[src/rtl/pse_pkg.sv]
// ----------------------------------------------------------------------------
// pse_pkg
// Shared sizes, codes and control structs of the prime sieve engine.
// ----------------------------------------------------------------------------
package pse_pkg;

   // bitmap size and derived widths
   localparam int MAP_DEPTH = 65536;
   localparam int ADDR_W    = $clog2(MAP_DEPTH);
   localparam int LIMIT_W   = 16;
   localparam int WIDE_W    = ((ADDR_W > LIMIT_W) ? ADDR_W : LIMIT_W) + 1;
   localparam int P_W       = (ADDR_W + 1) / 2 + 1;
   localparam int SQ_W      = 2 * P_W;
   localparam int M_W       = ADDR_W + 3;
   localparam int COUNT_W   = 13;

   // register reset and first candidate
   localparam logic [LIMIT_W-1:0] LIMIT_RESET = LIMIT_W'(100);
   localparam int                 FIRST_PRIME = 2;

   // request command codes
   localparam logic CMD_RUN   = 1'b0;
   localparam logic CMD_QUERY = 1'b1;

   // controller to datapath
   typedef struct packed {
      logic run_start;
      logic query_start;
      logic init_step;
      logic p_start;
      logic sq_load;
      logic p_read;
      logic m_load;
      logic strike;
      logic p_next;
      logic count_start;
      logic count_step;
      logic commit;
      logic load_rsp;
   } pse_cmd_type;

   // datapath to controller
   typedef struct packed {
      logic init_last;
      logic sq_over;
      logic rd_bit;
      logic m_over;
      logic count_last;
   } pse_sts_type;

endpackage

[src/rtl/pse_ctrl.sv]
// ----------------------------------------------------------------------------
// pse_ctrl
// Sequencer for run and query requests and owner of the response valid.
// ----------------------------------------------------------------------------
module pse_ctrl (
   input  logic                 clock,
   input  logic                 reset,
   input  logic                 req_valid,
   input  logic                 req_command,
   output logic                 req_ready,
   input  logic                 rsp_ready,
   output logic                 rsp_valid,
   input  pse_pkg::pse_sts_type sts,
   output pse_pkg::pse_cmd_type cmd
);
   import pse_pkg::*;

   typedef enum logic [3:0] {
      ST_IDLE,
      ST_INIT,
      ST_P_SQ,
      ST_P_CHECK,
      ST_P_WAIT,
      ST_STRIKE,
      ST_COUNT,
      ST_COUNT_TAIL,
      ST_RESULT
   } state_type;

   state_type state_ff, state_in;
   logic      rsp_valid_ff, rsp_valid_in;
   logic      accept;
   logic      rsp_free;

   assign req_ready = (state_ff == ST_IDLE);
   assign rsp_valid = rsp_valid_ff;
   assign accept    = req_valid && req_ready;
   assign rsp_free  = !rsp_valid_ff || rsp_ready;

   // next state and commands
   always_comb begin
      state_in = state_ff;
      cmd      = '0;
      unique case (state_ff)
         ST_IDLE: begin
            if (accept) begin
               if (req_command == CMD_QUERY) begin
                  cmd.query_start = 1'b1;
               end else begin
                  cmd.run_start = 1'b1;
               end
               state_in = (req_command == CMD_QUERY) ? ST_RESULT : ST_INIT;
            end
         end
         ST_INIT: begin
            cmd.init_step = 1'b1;
            if (sts.init_last) begin
               cmd.p_start = 1'b1;
               state_in    = ST_P_SQ;
            end
         end
         ST_P_SQ: begin
            cmd.sq_load = 1'b1;
            state_in    = ST_P_CHECK;
         end
         ST_P_CHECK: begin
            if (sts.sq_over) begin
               cmd.count_start = 1'b1;
               state_in        = ST_COUNT;
            end else begin
               cmd.p_read = 1'b1;
               state_in   = ST_P_WAIT;
            end
         end
         ST_P_WAIT: begin
            if (sts.rd_bit) begin
               cmd.m_load = 1'b1;
               state_in   = ST_STRIKE;
            end else begin
               cmd.p_next = 1'b1;
               state_in   = ST_P_SQ;
            end
         end
         ST_STRIKE: begin
            if (sts.m_over) begin
               cmd.p_next = 1'b1;
               state_in   = ST_P_SQ;
            end else begin
               cmd.strike = 1'b1;
            end
         end
         ST_COUNT: begin
            cmd.count_step = 1'b1;
            if (sts.count_last) begin
               state_in = ST_COUNT_TAIL;
            end
         end
         ST_COUNT_TAIL: begin
            // last read bit is added at this edge
            cmd.commit = 1'b1;
            state_in   = ST_RESULT;
         end
         ST_RESULT: begin
            if (rsp_free) begin
               cmd.load_rsp = 1'b1;
               state_in     = ST_IDLE;
            end
         end
         default: begin
            state_in = ST_IDLE;
         end
      endcase
   end

   assign rsp_valid_in = cmd.load_rsp || (rsp_valid_ff && !rsp_ready);

   // state and response valid
   always_ff @(posedge clock) begin
      if (reset) begin
         state_ff     <= ST_IDLE;
         rsp_valid_ff <= 1'b0;
      end else begin
         state_ff     <= state_in;
         rsp_valid_ff <= rsp_valid_in;
      end
   end

endmodule

[config.mk]
export PLATFORM = sky130hd
export DESIGN_NAME = pse_ctrl
export DESIGN_NICKNAME = d
export VERILOG_FILES = /design/src/rtl/pse_pkg.sv /design/src/rtl/pse_ctrl.sv
export SDC_FILE = /design/constraint.sdc
export NUM_CORES = 1
export LEC_CHECK = 0
export BUFFER_PORTS_ARGS = -buffer_cell sky130_fd_sc_hd__buf_2
export CORE_AREA = 2 2 39 41
export CTS_CLUSTER_SIZE = 25
export DETAILED_ROUTE_END_ITERATION = 8
export DIE_AREA = 0 0 41 43
export PLACE_DENSITY = 0.69
export SLEW_MARGIN = 20
export SYNTH_ARGS = -nofsm -noshare
export SYNTH_HDL_FRONTEND = slang
export SYNTH_SLANG_ARGS = --single-unit
[constraint.sdc]
create_clock -name clock -period 1.8 [get_ports clock]
set_input_delay 0.09 -clock clock [delete_from_list [all_inputs] [get_ports clock]]
set_output_delay 0.09 -clock clock [all_outputs]
set_load 0.01 [all_outputs]
==> impl_results.md <==
- Sink Count: 5
- Max Cap Viol: 0
- First DRT Iteration DRCs: 2
- Area delta synth->final: 39.2%
- Crit share post-route: 89.6%
- CTS Root Cell: clkbuf_4
- Syn Nets: just over 70
- Achievable Freq: 620 MHz
- CTS tree: yes
- Register area share after synthesis: 22.2%
- First-pass GRT wire length: about 1700 um
- Fraction of layout cells with a size suffix above 1: 40.0%
- Die footprint: approximately 1800 um2
- Fin crit period: 1.61 ns
- Maximum VDD drop: 256 uV
- Yosys reg bits: 5
- Die width: 41 um
- Max Slew Vio Count: 0
- Most common flop cell mapped by yosys: dfxtp_1
- Nets: 101
- Vias in the first global route: 425
- Gr ovfl total: 0
- Startpoint Class: flip-flop
- Worst path arrival time: approximately 1.8 ns
- Buffers on Ports: 24
- CTS clk-pin slew, worst paths: about 0.040 ns
- Via-to-Cell Ratio: a little over 5
- Post-synth EDFFs: 0
- Mapped Cells: 62
- Critical path class: flip-flop to flip-flop
- Setup crit start: state_ff[0]
- Via Count: 549
- Post-CTS sizing: 0
- Row count: 14
- Post-CTS Setup Repair Bufs: 0
- Critical Path RT: 1.94 ns
- Commonest non-fill, non-tap cell in the layout: buf_2
- YS warnings: 0
- Total track usage: 14.4%
- Clock latency at the later pin of the worst-skew pair: about 0.25 ns
- Hold path start: reset
- DP Wirelength: 925 um
- Core Area: 1380 um2
- Crit. End Element: flip-flop
- Asr flop ratio synth: 0%
- Clock buffer depth: 2
- CTS Hold Bufs: 0
- DRC Markers: 0
- WL/cell: 11.1 um
- I/O Pins: 25
- Synthesized area: ~450 um2
- GPL Wtd Cong: slightly above 0.8
- Depth of the CTS H-tree: 1
- Filler cells: 142
- Final ANT Viol Nets: 0
- Syn Area/Cell: about 7.3 um2
- Lkg Pwr: about 0.3 nW
- Antenna diodes: 0
- Worst Path Max Fanout: 6
- Slew HR: 70.4%
- Fin Clk Skew: 0.00525 ns
- Distinct cell type count after synthesis: 27
- R2r startpoint: state_ff[0]
- Largest net degree at the start of global routing: 14
- HP Class: primary input to flip-flop
- Initial Utilization: 32.5%
- Most frequent cells in the layout: buf_2, nor2_1, nor3_1, dfxtp_1
- Final WL: 1180 um
- Router iterations before antenna repair: 2
- Setup tns final: 0 ns
- Cts bufs inserted: 3
- PwrDens: 812 nW/um2
- Worst-Margin Slew: 0.433 ns
- Initial antenna violation count: 0
- Setup violations, final: 0
- Count of final hold-check violations: 0
- Die Y: 43 um
- Power Total: 0.000509 W
- RSZ-0062 raised after global routing: no
- Run status: completed
## worst max-delay path, cell delays in order, from the launching register on
cell and delay (ns):
dfxtp_1 0.40, mux2_1 0.35, nor4_2 0.24, a311o_2 0.21, mux2_4 0.29
## registers in the layout, indices dropped and copies added, names as in the netlist
signal     count
rsp_valid      1
state_ff       4
## path summary, 6_finish.rpt
path	end	slack, ns	depth (start not counted)
hold reg to reg	rsp_valid	0.55	2
setup / recovery	state_ff[1]	0.19	4
hold / removal	rsp_valid	0.09	2
setup reg to reg	state_ff[1]	0.19	4
## Yosys cell counts, drive strengths merged, types with 2 or more instances
master	n	area share (%)
nor2b	2	2.8
and3	2	2.8
nand2	4	3.3
nand2b	4	5.6
mux2	3	8.3
inv	2	1.7
dfxtp	5	22
nor3	5	5.6
buf	4	4.4
a21oi	4	4.4
nor4	4	6.9
o21ai	2	2.2
nor2	10	8.3
## kinds of logic (layout without fill, tap and decap cells)
| kind of cell | count (synthesis) | after routing | share of synthesized area (%) |
|---|---|---|---|
| AO/OA/AOI/OAI | 12 | 12 | 17.8 |
| buffers and inverters | 6 | 34 | 6.11 |
| flip-flops | 5 | 5 | 22.2 |
| multiplexers | 4 | 4 | 10.6 |
| AND/OR/NAND/NOR | 35 | 35 | 43.3 |
## stage by stage
step | area [um2] | utilization [%] | setup slack, ns | hold WS (ns) | instances
after floorplan | 450 | - | 0.295 | 0.159 | 62
after global placement | 601 | 43.4 | 0.248 | 0.338 | 102
after detailed placement | 601 | 43.4 | 0.197 | 0.344 | 102
after CTS | 627 | 45.3 | 0.188 | 0.0924 | 106
after global routing | 627 | 45.3 | 0.0866 | 0.0990 | 106
final | 627 | 45.3 | 0.188 | 0.0933 | 106
## area by class of cell
cell class,count,area [um2],area share [%]
multi-input combinational,51,323,51.5
timing repair buffer,28,150,24.0
sequential,5,100,16.0
clock buffer,4,26.3,4.19
tap,16,20.0,3.19
inverter,2,7.51,1.20
## where the power goes
part | leakage [nW] | switching [W] | internal, W | total, W
clock network | 0.0150 | 0.0000475 | 0.0000839 | 0.000131
logic | 0.244 | 0.000124 | 0.000112 | 0.000235
registers | 0.0408 | 0.0000169 | 0.000125 | 0.000142
total | 0.300 | 0.000188 | 0.000321 | 0.000509
## routing by layer
metal	global-route usage [%]	part of all wire [%]	vias to the layer above	wire, um
met1	18.0	46	249	538
met3	3.14	6.0	2	71
met4	6.00	1.9	0	22
met5	0	0	-	0
met2	22.5	47	18	550
li1	-	-	280	-
No activity file was read; power rests on OpenSTA's default activity.
